`config.mk`:
```
export PLATFORM = sky130hd
export DESIGN_NAME = temperature_compensated_ec
export DESIGN_NICKNAME = d
export VERILOG_FILES = /design/src/tcec_pkg.sv /design/src/tcec_ctrl.sv /design/src/tcec_dpath.sv /design/src/temperature_compensated_ec.sv
export SDC_FILE = /design/constraint.sdc
export NUM_CORES = 2
export LEC_CHECK = 0
export BUFFER_PORTS_ARGS = -buffer_cell sky130_fd_sc_hd__buf_2
export CAP_MARGIN = 40
export CORE_MARGIN = 2
export CORE_UTILIZATION = 66
export DETAILED_ROUTE_END_ITERATION = 10
export GPL_TIMING_DRIVEN = 1
export PLACE_DENSITY = 0.83
export SLEW_MARGIN = 15
export SYNTH_ARGS = -nofsm -noshare
export SYNTH_HDL_FRONTEND = slang
export SYNTH_HIERARCHICAL = 1
export SYNTH_SLANG_ARGS = --single-unit
export TNS_END_PERCENT = 5
```
`constraint.sdc`:
```
create_clock -name clock -period 10 [get_ports clock]
set_clock_uncertainty 0.05 [all_clocks]
set_input_delay 0.5 -clock clock [delete_from_list [all_inputs] [get_ports clock]]
set_output_delay 0.5 -clock clock [all_outputs]
set_load 0.1 [all_outputs]
```
`src/tcec_pkg.sv`:
```
// Shared types, constants and helper functions of the conductivity converter.
package tcec_pkg;

   // Field widths of the words and of the configuration register.
   localparam int ADC_W      = 10;
   localparam int TEMP_W     = 12;
   localparam int OFFSET_W   = 12;
   localparam int EC_W       = 16;
   localparam int STATUS_W   = 2;

   // Accumulator widths and group size.
   localparam int SUM_W           = 15;
   localparam int CNT_W           = 5;
   localparam int SAMPLES_DEFAULT = 20;

   // Calibration offset after reset, in uS/cm.
   localparam logic signed [OFFSET_W-1:0] OFFSET_RESET = 12'sd150;

   // The coefficient is D / 32000 with D = 37 * T + 17200, T in 1/16 degC.
   localparam int D_W = 18;
   localparam logic signed [D_W-1:0] D_SLOPE = 18'sd37;
   localparam logic signed [D_W-1:0] D_BIAS  = 18'sd17200;

   // The dividend sum * 10240000000 is built as (sum * 78125) << 17.
   localparam int PROD_W     = 32;
   localparam int VOLT_MULT  = 78125;
   localparam int VOLT_SHIFT = 17;

   // Serial restoring divider for the compensated voltage.
   localparam int NUM_W       = PROD_W + VOLT_SHIFT;
   localparam int DIVR_W      = 22;
   localparam int DCNT_W      = $clog2(NUM_W + 1);
   localparam int DIV1_STEPS  = NUM_W;

   // The final divide by 100 is a multiply by ceil(2^28 / 100) and a shift,
   // which is exact for every dividend below 2^21.
   localparam int Y_W         = 22;
   localparam int RECIP_W     = 2 * Y_W;
   localparam int RECIP_SHIFT = 28;
   localparam logic [Y_W-1:0] SEG_RECIP = 22'd2684355;

   // Compensated voltage limits in Q16 millivolts.
   localparam int V_W = 28;
   localparam logic [NUM_W-1:0] LIMIT_HIGH = 49'd216268800;
   localparam logic [NUM_W-1:0] SEG1_TOP   = 49'd29360128;
   localparam int SEG2_TOP_INT = 95485952;
   localparam logic [NUM_W-1:0] SEG2_TOP   = NUM_W'(SEG2_TOP_INT);

   // Segment product and rounding.
   localparam int KC_W        = 38;
   localparam int SLOPE_W     = 10;
   localparam int Y_SIG_W     = 23;
   localparam int ROUND_SHIFT = 16;
   localparam logic signed [EC_W-1:0] Q_BIAS = 16'sd64;

   // Range status codes.
   localparam logic [STATUS_W-1:0] STATUS_OK   = 2'd0;
   localparam logic [STATUS_W-1:0] STATUS_LOW  = 2'd1;
   localparam logic [STATUS_W-1:0] STATUS_HIGH = 2'd2;

   // Input and result words.
   typedef struct packed {
      logic        [ADC_W-1:0]  adc_sample;
      logic signed [TEMP_W-1:0] temperature_q4;
   } tcec_req_type;

   typedef struct packed {
      logic signed [EC_W-1:0]     ec_us;
      logic        [STATUS_W-1:0] range_status;
   } tcec_rsp_type;

   // Kind of result that the controller asks the datapath to emit.
   typedef enum logic [1:0] {
      KIND_SEG,
      KIND_LOW,
      KIND_HIGH
   } tcec_kind_type;

   // Linear segment of the conductivity curve.
   typedef enum logic [1:0] {
      SEG_LOW,
      SEG_MID,
      SEG_HIGH
   } tcec_seg_type;

   // Controller states.
   typedef enum logic [3:0] {
      ST_IDLE,
      ST_PREP,
      ST_SCALE,
      ST_LOAD1,
      ST_DIV1,
      ST_RANGE,
      ST_LOAD2,
      ST_OUT
   } tcec_state_type;

   // Commands from the controller to the datapath.
   typedef struct packed {
      logic          start;
      logic          prep;
      logic          scale;
      logic          load1;
      logic          step;
      logic          seg_mul;
      logic          load2;
      logic          out_load;
      tcec_kind_type kind;
   } tcec_cmd_type;

   // Status from the datapath to the controller.
   typedef struct packed {
      logic d_fail;
      logic above;
      logic div_done;
      logic out_free;
   } tcec_stat_type;

   // Slope of each segment, scaled by 100.
   function automatic logic [SLOPE_W-1:0] seg_slope(input tcec_seg_type seg);
      logic [SLOPE_W-1:0] slope;
      unique case (seg)
         SEG_LOW:  slope = 10'd684;
         SEG_MID:  slope = 10'd698;
         SEG_HIGH: slope = 10'd530;
         default:  slope = 10'd0;
      endcase
      return slope;
   endfunction

   // Intercept of each segment scaled by 100, plus the rounding half (50)
   // and a bias of 6400 that keeps the dividend of the final divide positive.
   function automatic logic signed [Y_SIG_W-1:0] seg_bias(input tcec_seg_type seg);
      logic signed [Y_SIG_W-1:0] bias;
      unique case (seg)
         SEG_LOW:  bias = 23'sd18;
         SEG_MID:  bias = -23'sd6250;
         SEG_HIGH: bias = 23'sd234250;
         default:  bias = 23'sd0;
      endcase
      return bias;
   endfunction

endpackage

```
`src/tcec_ctrl.sv`:
```
// Controller state machine that sequences one conversion through the datapath.
module tcec_ctrl import tcec_pkg::*; (
   input  logic          clock,
   input  logic          reset,
   input  logic          start,
   input  tcec_stat_type stat,
   output tcec_cmd_type  cmd,
   output logic          busy
);

   tcec_state_type state_ff, state_in;
   tcec_kind_type  kind_ff, kind_in;

   // State and result kind registers.
   always_ff @(posedge clock) begin
      if (reset) begin
         state_ff <= ST_IDLE;
         kind_ff  <= KIND_SEG;
      end else begin
         state_ff <= state_in;
         kind_ff  <= kind_in;
      end
   end

   // Next state.
   always_comb begin
      state_in = state_ff;
      kind_in  = kind_ff;
      unique case (state_ff)
         ST_IDLE: begin
            if (start) begin
               state_in = ST_PREP;
            end
         end
         ST_PREP: begin
            state_in = ST_SCALE;
         end
         ST_SCALE: begin
            if (stat.d_fail) begin
               kind_in  = KIND_LOW;
               state_in = ST_OUT;
            end else begin
               state_in = ST_LOAD1;
            end
         end
         ST_LOAD1: begin
            state_in = ST_DIV1;
         end
         ST_DIV1: begin
            if (stat.div_done) begin
               state_in = ST_RANGE;
            end
         end
         ST_RANGE: begin
            if (stat.above) begin
               kind_in  = KIND_HIGH;
               state_in = ST_OUT;
            end else begin
               state_in = ST_LOAD2;
            end
         end
         ST_LOAD2: begin
            kind_in  = KIND_SEG;
            state_in = ST_OUT;
         end
         ST_OUT: begin
            if (stat.out_free) begin
               state_in = ST_IDLE;
            end
         end
         default: begin
            state_in = ST_IDLE;
         end
      endcase
   end

   // Command outputs.
   always_comb begin
      cmd.start    = 1'b0;
      cmd.prep     = 1'b0;
      cmd.scale    = 1'b0;
      cmd.load1    = 1'b0;
      cmd.step     = 1'b0;
      cmd.seg_mul  = 1'b0;
      cmd.load2    = 1'b0;
      cmd.out_load = 1'b0;
      cmd.kind     = kind_ff;
      unique case (state_ff)
         ST_IDLE:  cmd.start    = start;
         ST_PREP:  cmd.prep     = 1'b1;
         ST_SCALE: cmd.scale    = 1'b1;
         ST_LOAD1: cmd.load1    = 1'b1;
         ST_DIV1:  cmd.step     = !stat.div_done;
         ST_RANGE: cmd.seg_mul  = !stat.above;
         ST_LOAD2: cmd.load2    = 1'b1;
         ST_OUT:   cmd.out_load = stat.out_free;
         default:  cmd.start    = 1'b0;
      endcase
   end

   assign busy = (state_ff != ST_IDLE);

endmodule

```
`src/tcec_dpath.sv`:
```
// Datapath: coefficient and dividend multipliers, serial divider, segment map
// and result register.
module tcec_dpath import tcec_pkg::*; #(
   parameter int SAMPLES = SAMPLES_DEFAULT
) (
   input  logic                       clock,
   input  logic                       reset,
   input  tcec_cmd_type               cmd,
   output tcec_stat_type              stat,
   input  logic        [SUM_W-1:0]    start_sum,
   input  logic signed [TEMP_W-1:0]   start_temp,
   input  logic signed [OFFSET_W-1:0] offset,
   output logic                       rsp_valid,
   input  logic                       rsp_stall,
   output tcec_rsp_type               rsp_word
);

   logic        [SUM_W-1:0]  sum_ff;
   logic signed [TEMP_W-1:0] temp_ff;
   logic signed [D_W-1:0]    d_ff, d_in;
   logic        [PROD_W-1:0] prod_ff, prod_in;
   logic        [DIVR_W-1:0] div_ff, div_in;
   logic        [DIVR_W-1:0] rem_ff, rem_in;
   logic        [NUM_W-1:0]  num_ff, num_in;
   logic        [DCNT_W-1:0] dcnt_ff, dcnt_in;
   tcec_seg_type             seg_ff, seg_in;
   logic        [KC_W-1:0]   kc_ff, kc_in;
   logic                     rsp_valid_ff, rsp_valid_in;
   tcec_rsp_type             rsp_word_ff, rsp_word_in;

   logic signed [D_W-1:0]     temp_ext;
   logic                      d_pos;
   logic        [DIVR_W+1:0]  trial;
   logic                      fits;
   logic signed [Y_SIG_W-1:0] y_sig;
   logic        [RECIP_W-1:0] recip_prod;
   logic signed [EC_W-1:0]    ec_value;

   // Coefficient D and the scaled dividend.
   always_comb begin
      temp_ext = D_W'(temp_ff);
      d_in     = temp_ext * D_SLOPE + D_BIAS;
      prod_in  = PROD_W'(sum_ff) * PROD_W'(VOLT_MULT);
   end

   // A zero coefficient fails, as does a negative one unless the sum is zero; a
   // zero sum then divides by an all-ones divisor and so yields a zero voltage.
   assign d_pos       = !d_ff[D_W-1] && (d_ff != '0);
   assign stat.d_fail = (d_ff == '0) || (d_ff[D_W-1] && (sum_ff != '0));

   // One restoring division step: bring down the next dividend bit, subtract
   // when the divisor fits and shift the quotient bit in at the bottom.
   // The load2 command loads the biased segment value divided by 100 into num.
   always_comb begin
      trial  = {1'b0, rem_ff, num_ff[NUM_W-1]} - {2'b00, div_ff};
      fits   = !trial[DIVR_W+1];
      div_in = div_ff;
      rem_in = rem_ff;
      num_in = num_ff;
      dcnt_in = dcnt_ff;
      if (cmd.scale) begin
         div_in = d_pos ? DIVR_W'(d_ff[D_W-2:0]) * DIVR_W'(SAMPLES) : '1;
      end
      if (cmd.load1) begin
         rem_in  = '0;
         num_in  = {prod_ff, VOLT_SHIFT'(0)};
         dcnt_in = DCNT_W'(DIV1_STEPS);
      end else if (cmd.load2) begin
         num_in  = NUM_W'(recip_prod[RECIP_W-1:RECIP_SHIFT]);
      end else if (cmd.step) begin
         rem_in  = fits ? trial[DIVR_W-1:0] : {rem_ff[DIVR_W-2:0], num_ff[NUM_W-1]};
         num_in  = {num_ff[NUM_W-2:0], fits};
         dcnt_in = dcnt_ff - 1'b1;
      end
   end

   assign stat.div_done = (dcnt_ff == '0);
   assign stat.above    = (num_ff > LIMIT_HIGH);

   // Segment choice and slope product on the compensated voltage.
   always_comb begin
      if (num_ff <= SEG1_TOP) begin
         seg_in = SEG_LOW;
      end else if (num_ff <= SEG2_TOP) begin
         seg_in = SEG_MID;
      end else begin
         seg_in = SEG_HIGH;
      end
      kc_in = KC_W'(seg_slope(seg_in)) * KC_W'(num_ff[V_W-1:0]);
   end

   // Rounded segment value times 100, biased positive for the final divide.
   assign y_sig = signed'({1'b0, kc_ff[KC_W-1:ROUND_SHIFT]}) + seg_bias(seg_ff);

   // Division by 100 as a multiply by the scaled reciprocal.
   assign recip_prod = RECIP_W'(y_sig[Y_W-1:0]) * RECIP_W'(SEG_RECIP);

   // Result word selection.
   always_comb begin
      ec_value = signed'(EC_W'(num_ff[EC_W-1:0])) - Q_BIAS
               + signed'({{(EC_W-OFFSET_W){offset[OFFSET_W-1]}}, offset});
      case (cmd.kind)
         KIND_SEG: begin
            rsp_word_in.ec_us        = ec_value;
            rsp_word_in.range_status = STATUS_OK;
         end
         KIND_LOW: begin
            rsp_word_in.ec_us        = '0;
            rsp_word_in.range_status = STATUS_LOW;
         end
         KIND_HIGH: begin
            rsp_word_in.ec_us        = '0;
            rsp_word_in.range_status = STATUS_HIGH;
         end
         default: begin
            rsp_word_in.ec_us        = '0;
            rsp_word_in.range_status = STATUS_LOW;
         end
      endcase
   end

   // The result register may load when empty or when its word leaves now.
   assign stat.out_free = !rsp_valid_ff || !rsp_stall;

   always_comb begin
      rsp_valid_in = rsp_valid_ff;
      if (cmd.out_load) begin
         rsp_valid_in = 1'b1;
      end else if (!rsp_stall) begin
         rsp_valid_in = 1'b0;
      end
   end

   // Control registers.
   always_ff @(posedge clock) begin
      if (reset) begin
         rsp_valid_ff <= 1'b0;
         dcnt_ff      <= '0;
      end else begin
         rsp_valid_ff <= rsp_valid_in;
         dcnt_ff      <= dcnt_in;
      end
   end

   // Payload registers.
   always_ff @(posedge clock) begin
      if (cmd.start) begin
         sum_ff  <= start_sum;
         temp_ff <= start_temp;
      end
      if (cmd.prep) begin
         d_ff    <= d_in;
         prod_ff <= prod_in;
      end
      if (cmd.seg_mul) begin
         seg_ff <= seg_in;
         kc_ff  <= kc_in;
      end
      if (cmd.out_load) begin
         rsp_word_ff <= rsp_word_in;
      end
      div_ff <= div_in;
      rem_ff <= rem_in;
      num_ff <= num_in;
   end

   assign rsp_valid = rsp_valid_ff;
   assign rsp_word  = rsp_word_ff;

endmodule

```
`src/temperature_compensated_ec.sv`:
```
// Usage: converter readings come in on the req_ channel (req_valid, req_stall,
// req_word) and one conductivity word per group of SAMPLES readings leaves on
// the rsp_ channel (rsp_valid, rsp_stall, rsp_word). A word moves at a rising
// clock edge with valid high and stall low. The temperature of a group is
// taken from its last reading. csr_wr_en with csr_wr_data writes the signed
// calibration offset, to be done only while no group is in conversion.
// Every reading but the last of a group is taken without a stall. The last
// one starts a conversion; a word in range is offered after three setup
// states, the 49-step restoring divide of the compensated voltage, the
// segment multiply, the reciprocal multiply that divides by 100 and the
// result register load. Readings of the next group keep flowing in during a
// conversion; only the next group's last reading is stalled until the
// converter is free. When rsp_stall holds the result register full, the
// converter waits with its result and the input stalls at the following
// last reading. Reset clears the sum and count, empties the result
// register and sets the offset to 150 uS/cm.
module temperature_compensated_ec import tcec_pkg::*; #(
   parameter int SAMPLES = SAMPLES_DEFAULT
) (
   input  logic                       clock,
   input  logic                       reset,
   input  logic                       req_valid,
   output logic                       req_stall,
   input  tcec_req_type               req_word,
   output logic                       rsp_valid,
   input  logic                       rsp_stall,
   output tcec_rsp_type               rsp_word,
   input  logic                       csr_wr_en,
   input  logic signed [OFFSET_W-1:0] csr_wr_data
);

   localparam logic [CNT_W-1:0] LAST_COUNT = CNT_W'(SAMPLES - 1);

   logic signed [OFFSET_W-1:0] offset_ff;
   logic        [SUM_W-1:0]    sum_ff, sum_in;
   logic        [CNT_W-1:0]    count_ff, count_in;
   logic                       is_last;
   logic                       accept;
   logic                       start;
   logic                       busy;
   tcec_cmd_type               cmd;
   tcec_stat_type              stat;

   // A last reading waits while the converter still holds the previous group.
   assign is_last   = (count_ff == LAST_COUNT);
   assign req_stall = is_last && busy;
   assign accept    = req_valid && !req_stall;
   assign start     = accept && is_last;

   // Group accumulator; it clears when the group is handed to the converter.
   always_comb begin
      sum_in   = sum_ff + SUM_W'(req_word.adc_sample);
      count_in = count_ff + 1'b1;
      if (is_last) begin
         sum_in   = '0;
         count_in = '0;
      end
   end

   always_ff @(posedge clock) begin
      if (reset) begin
         sum_ff   <= '0;
         count_ff <= '0;
      end else if (accept) begin
         sum_ff   <= sum_in;
         count_ff <= count_in;
      end
   end

   // Calibration offset register.
   always_ff @(posedge clock) begin
      if (reset) begin
         offset_ff <= OFFSET_RESET;
      end else if (csr_wr_en) begin
         offset_ff <= csr_wr_data;
      end
   end

   tcec_ctrl u_ctrl (
      .clock (clock),
      .reset (reset),
      .start (start),
      .stat  (stat),
      .cmd   (cmd),
      .busy  (busy)
   );

   tcec_dpath #(
      .SAMPLES (SAMPLES)
   ) u_dpath (
      .clock      (clock),
      .reset      (reset),
      .cmd        (cmd),
      .stat       (stat),
      .start_sum  (sum_ff + SUM_W'(req_word.adc_sample)),
      .start_temp (req_word.temperature_q4),
      .offset     (offset_ff),
      .rsp_valid  (rsp_valid),
      .rsp_stall  (rsp_stall),
      .rsp_word   (rsp_word)
   );

endmodule

```
==> impl_metrics.ini <==
[sta]
layout_worst_path_cycle_share_pct = 94.01
grt_setup_unrepaired = false
fmax_mhz = 106.4
finalSetupTns_ns = 0
hold_viol = 0
setup_violations = 0
relSlewSlack_pct = 44.61
fin_hold_ws_ns = 0.02849
maxSlewViolCount = 0
tightestPinTransition_ns = 0.8309
fin_crit_ns = 9.401
fin_ws_ns = 0.5985

[setup_path]
crit_type = reg -> reg
rr_startpoint = u_dpath/seg_ff[0]
required_ns = 10.43
rrSetupSlack_ns = 0.60
cpMaxStageDelayCell = fa_1
critPathMaxFanout = 10
crit_arrival_ns = 9.83
critPathLaunchType = flip-flop
slowest_delay_ns = 0.52
reg2reg_to = u_dpath/num_ff[15]
end_kind = flip-flop
reg2reg_depth = 31

[layout]
final_nets = 4789
diodes = 0
fill_cells = 3839
drive_gt1_share_pct = 5.426
layout_commonest_cell = inv_1
final_cell_mix = 794 x inv_1, 644 x ha_1, 370 x fa_1
final_util_pct = 70.87
syn2layout_area_growth_pct = 6.237

[floorplanning]
io_pins = 59
core_area_um2 = 52450
die-area_um2 = 54860
die_y_um = 234.2
start_util_pct = 66.70
rows = 84
die_w_um = 234.2

[clock_network]
post-cts-setup-buffers = 0
insertion_delay_ns = 0.61
cts_buffer_depth = 3
cts_inserted_buffers = 31
clockRootBuffer = clkbuf_16
cts_num_sinks = 255
cts_max_level = 1
clkSlewWorstSetupHoldPaths_ns = 0.06
cts_tree = built

[routing]
drt-pass1-iter-count = 5
ant_nets = 0
num_vias = 25220
drt_iter0_markers = 1550
vias_per_cell = 5.670
routedWlPerCell_um = 17.05
drt_drc_violations_left = 0
totalWireLength_mm = 75.82

[job]
cap_violations = 0

[yosys]
yosysUniqueCellTypes = 107
synthArstFlopShare_pct = 0
synth-simple-area-share_pct = 10.46
ys_ff_latch = 255
synthFlopType = edfxtp_1
yosys_warnings = 6
synth.avg_cell_area_um2 = 9.527
synth_xor_xnor_area_share_pct = 4.735
synth_compound_area_share_pct = 10.65
synth_edf_count = 172
synth.area.mux_share_pct = 0.9585
synth_adder_area_share_pct = 44.24
synth_area_um2 = 34980
synth_top_family_by_area = adder cells
synth_seq_area_share_pct = 19.51
syn_inst = 3672

[grt]
grt_pass1_wl_mm = 125.9
overflow = 0
antenna_found_initial = 0
grt_max_degree = 62
grt_pass1_vias = 25870
track_usage_pct = 28.54

[pwr]
power_density_nw_per_um2 = 96.94
power_mw = 3.603
vdd_drop_max_mv = 0.1405
p_leak_nw = 18.86

[min_path]
worstHoldPathCells = 1
hold_start = req_word[8]
holdPathEnd = u_dpath/temp_ff[8]
min_path_type = in -> reg

[outcome]
status = complete, no violations

[placed_design]
gp_congestion = 0.9605
dpl_worst_slack_ns = 0.5497
hpwlAfterDp_mm = 62.55
io_buffers = 58
-- timing repair --
item                                    4_1_cts  5_1_grt
hold buffers                                  3        0
hold endpoints to repair                      3        0
resized for setup                             0        1
endpoints found under the setup margin        0        2
-- cells by family (layout without fill, tap and decap cells) --
family / Yosys count / in the layout
fa+ha+maj: 1015 / 1015
buf+inv: 867 / 954
simple gates: 752 / 752
compound gates: 564 / 564
flops: 255 / 255
xor+xnor: 184 / 184
mux: 33 / 33
other cells: 2 / 3
-- metal layers --
metal  part of all wire (%)  GRT usage [%]  up-vias
li1                       -              -    12303
met5                      0              0        -
met3                    5.1          3.794      126
met1                     42          36.59    12196
met4                    2.4          7.180        0
met2                     50          50.94      595
-- cell usage after synthesis, types with 11 or more instances --
cell type  number  area share, %
xor2_1         52            1.3
inv_1         794            8.5
a211oi_1       25           0.54
ha_1          645             23
a31oi_1        17           0.30
a211o_1        11           0.28
clkbuf_1       52           0.56
o21bai_1       19           0.41
or2_2          13           0.23
mux2i_1        29           0.83
nor3_1         47           0.67
nand4_1        20           0.36
dfxtp_1        83            4.7
and2_1         42           0.75
o21a_1         17           0.36
edfxtp_1      172             15
o211ai_1       13           0.28
o21ai_0       123            1.8
fa_1          370             21
a21oi_1       157            2.2
a21boi_0       11           0.24
nor2b_1        53           0.95
and3_1         22           0.39
nand3_1        42           0.60
o31ai_1        12           0.26
or3_1          14           0.25
nand2b_1       19           0.34
nand2_1       239            2.6
nor2_1        179            1.9
nor4_1         24           0.43
xnor2_1       129            3.2
a21o_1         62            1.3
-- report_power, final --
part           switching, mW  internal, mW
logic                  0.722         0.544
clock network          0.479         0.588
registers             0.0617          1.21
-- cell type report --
cell class,count,area [um2],share of cell area (%)
Clock buffer,36,815.8,2.195
Clock inverter,22,143.9,0.3872
Inverter,797,2994,8.056
Multi-Input combinational cell,2551,24900,67.01
Sequential cell,255,6827,18.37
Tap cell,688,860.8,2.316
Timing Repair Buffer,99,620.6,1.670
-- sequential cells by signal (all words and copies together) (netlist names) --
signal             count
offset_ff             12
u_dpath/div_ff        21
u_dpath/seg_ff         2
u_dpath/rsp_valid      1
u_dpath/rem_ff        22
sum_ff                15
u_ctrl/state_ff        3
u_dpath/prod_ff       32
count_ff               5
u_dpath/sum_ff        15
u_dpath/d_ff          18
u_dpath/num_ff        49
u_dpath/rsp_word      18
u_dpath/kc_ff         22
u_dpath/temp_ff       12
u_ctrl/kind_ff         2
u_dpath/dcnt_ff        6
-- worst max-delay path by stage --
stage               slack [ns]  cells after the start            endpoint              start
floorplan                 1.23                     36  u_dpath/num_ff[15]  u_dpath/seg_ff[1]
global placement          0.78                     29  u_dpath/num_ff[15]  u_dpath/seg_ff[1]
detailed placement        0.55                     29  u_dpath/num_ff[15]  u_dpath/seg_ff[1]
CTS                       0.54                     29  u_dpath/num_ff[15]  u_dpath/seg_ff[1]
global route              0.01                     32  u_dpath/num_ff[15]  u_dpath/seg_ff[1]
finish                    0.60                     31  u_dpath/num_ff[15]  u_dpath/seg_ff[0]
-- worst max-delay path, delay by kind of cell (launching register included) --
| family | cells | cell delay (ns) |
|---|---|---|
| flip-flops | 1 | 0.45 |
| AO/OA/AOI/OAI | 10 | 2.95 |
| XOR/XNOR | 1 | 0.39 |
| adder cells (fa/ha/maj) | 10 | 4.12 |
| AND/OR/NAND/NOR | 6 | 0.93 |
| buffers and inverters | 3 | 0.29 |
| multiplexers | 1 | 0.14 |
-- stage by stage --
stage / instances / cell area (um2)
floorplan: 3673 / 34990
global placement: 4383 / 36130
detailed placement: 4386 / 36170
CTS: 4447 / 37160
global route: 4448 / 37170
finish: 4448 / 37170
No activity file was read; power rests on OpenSTA's default activity.
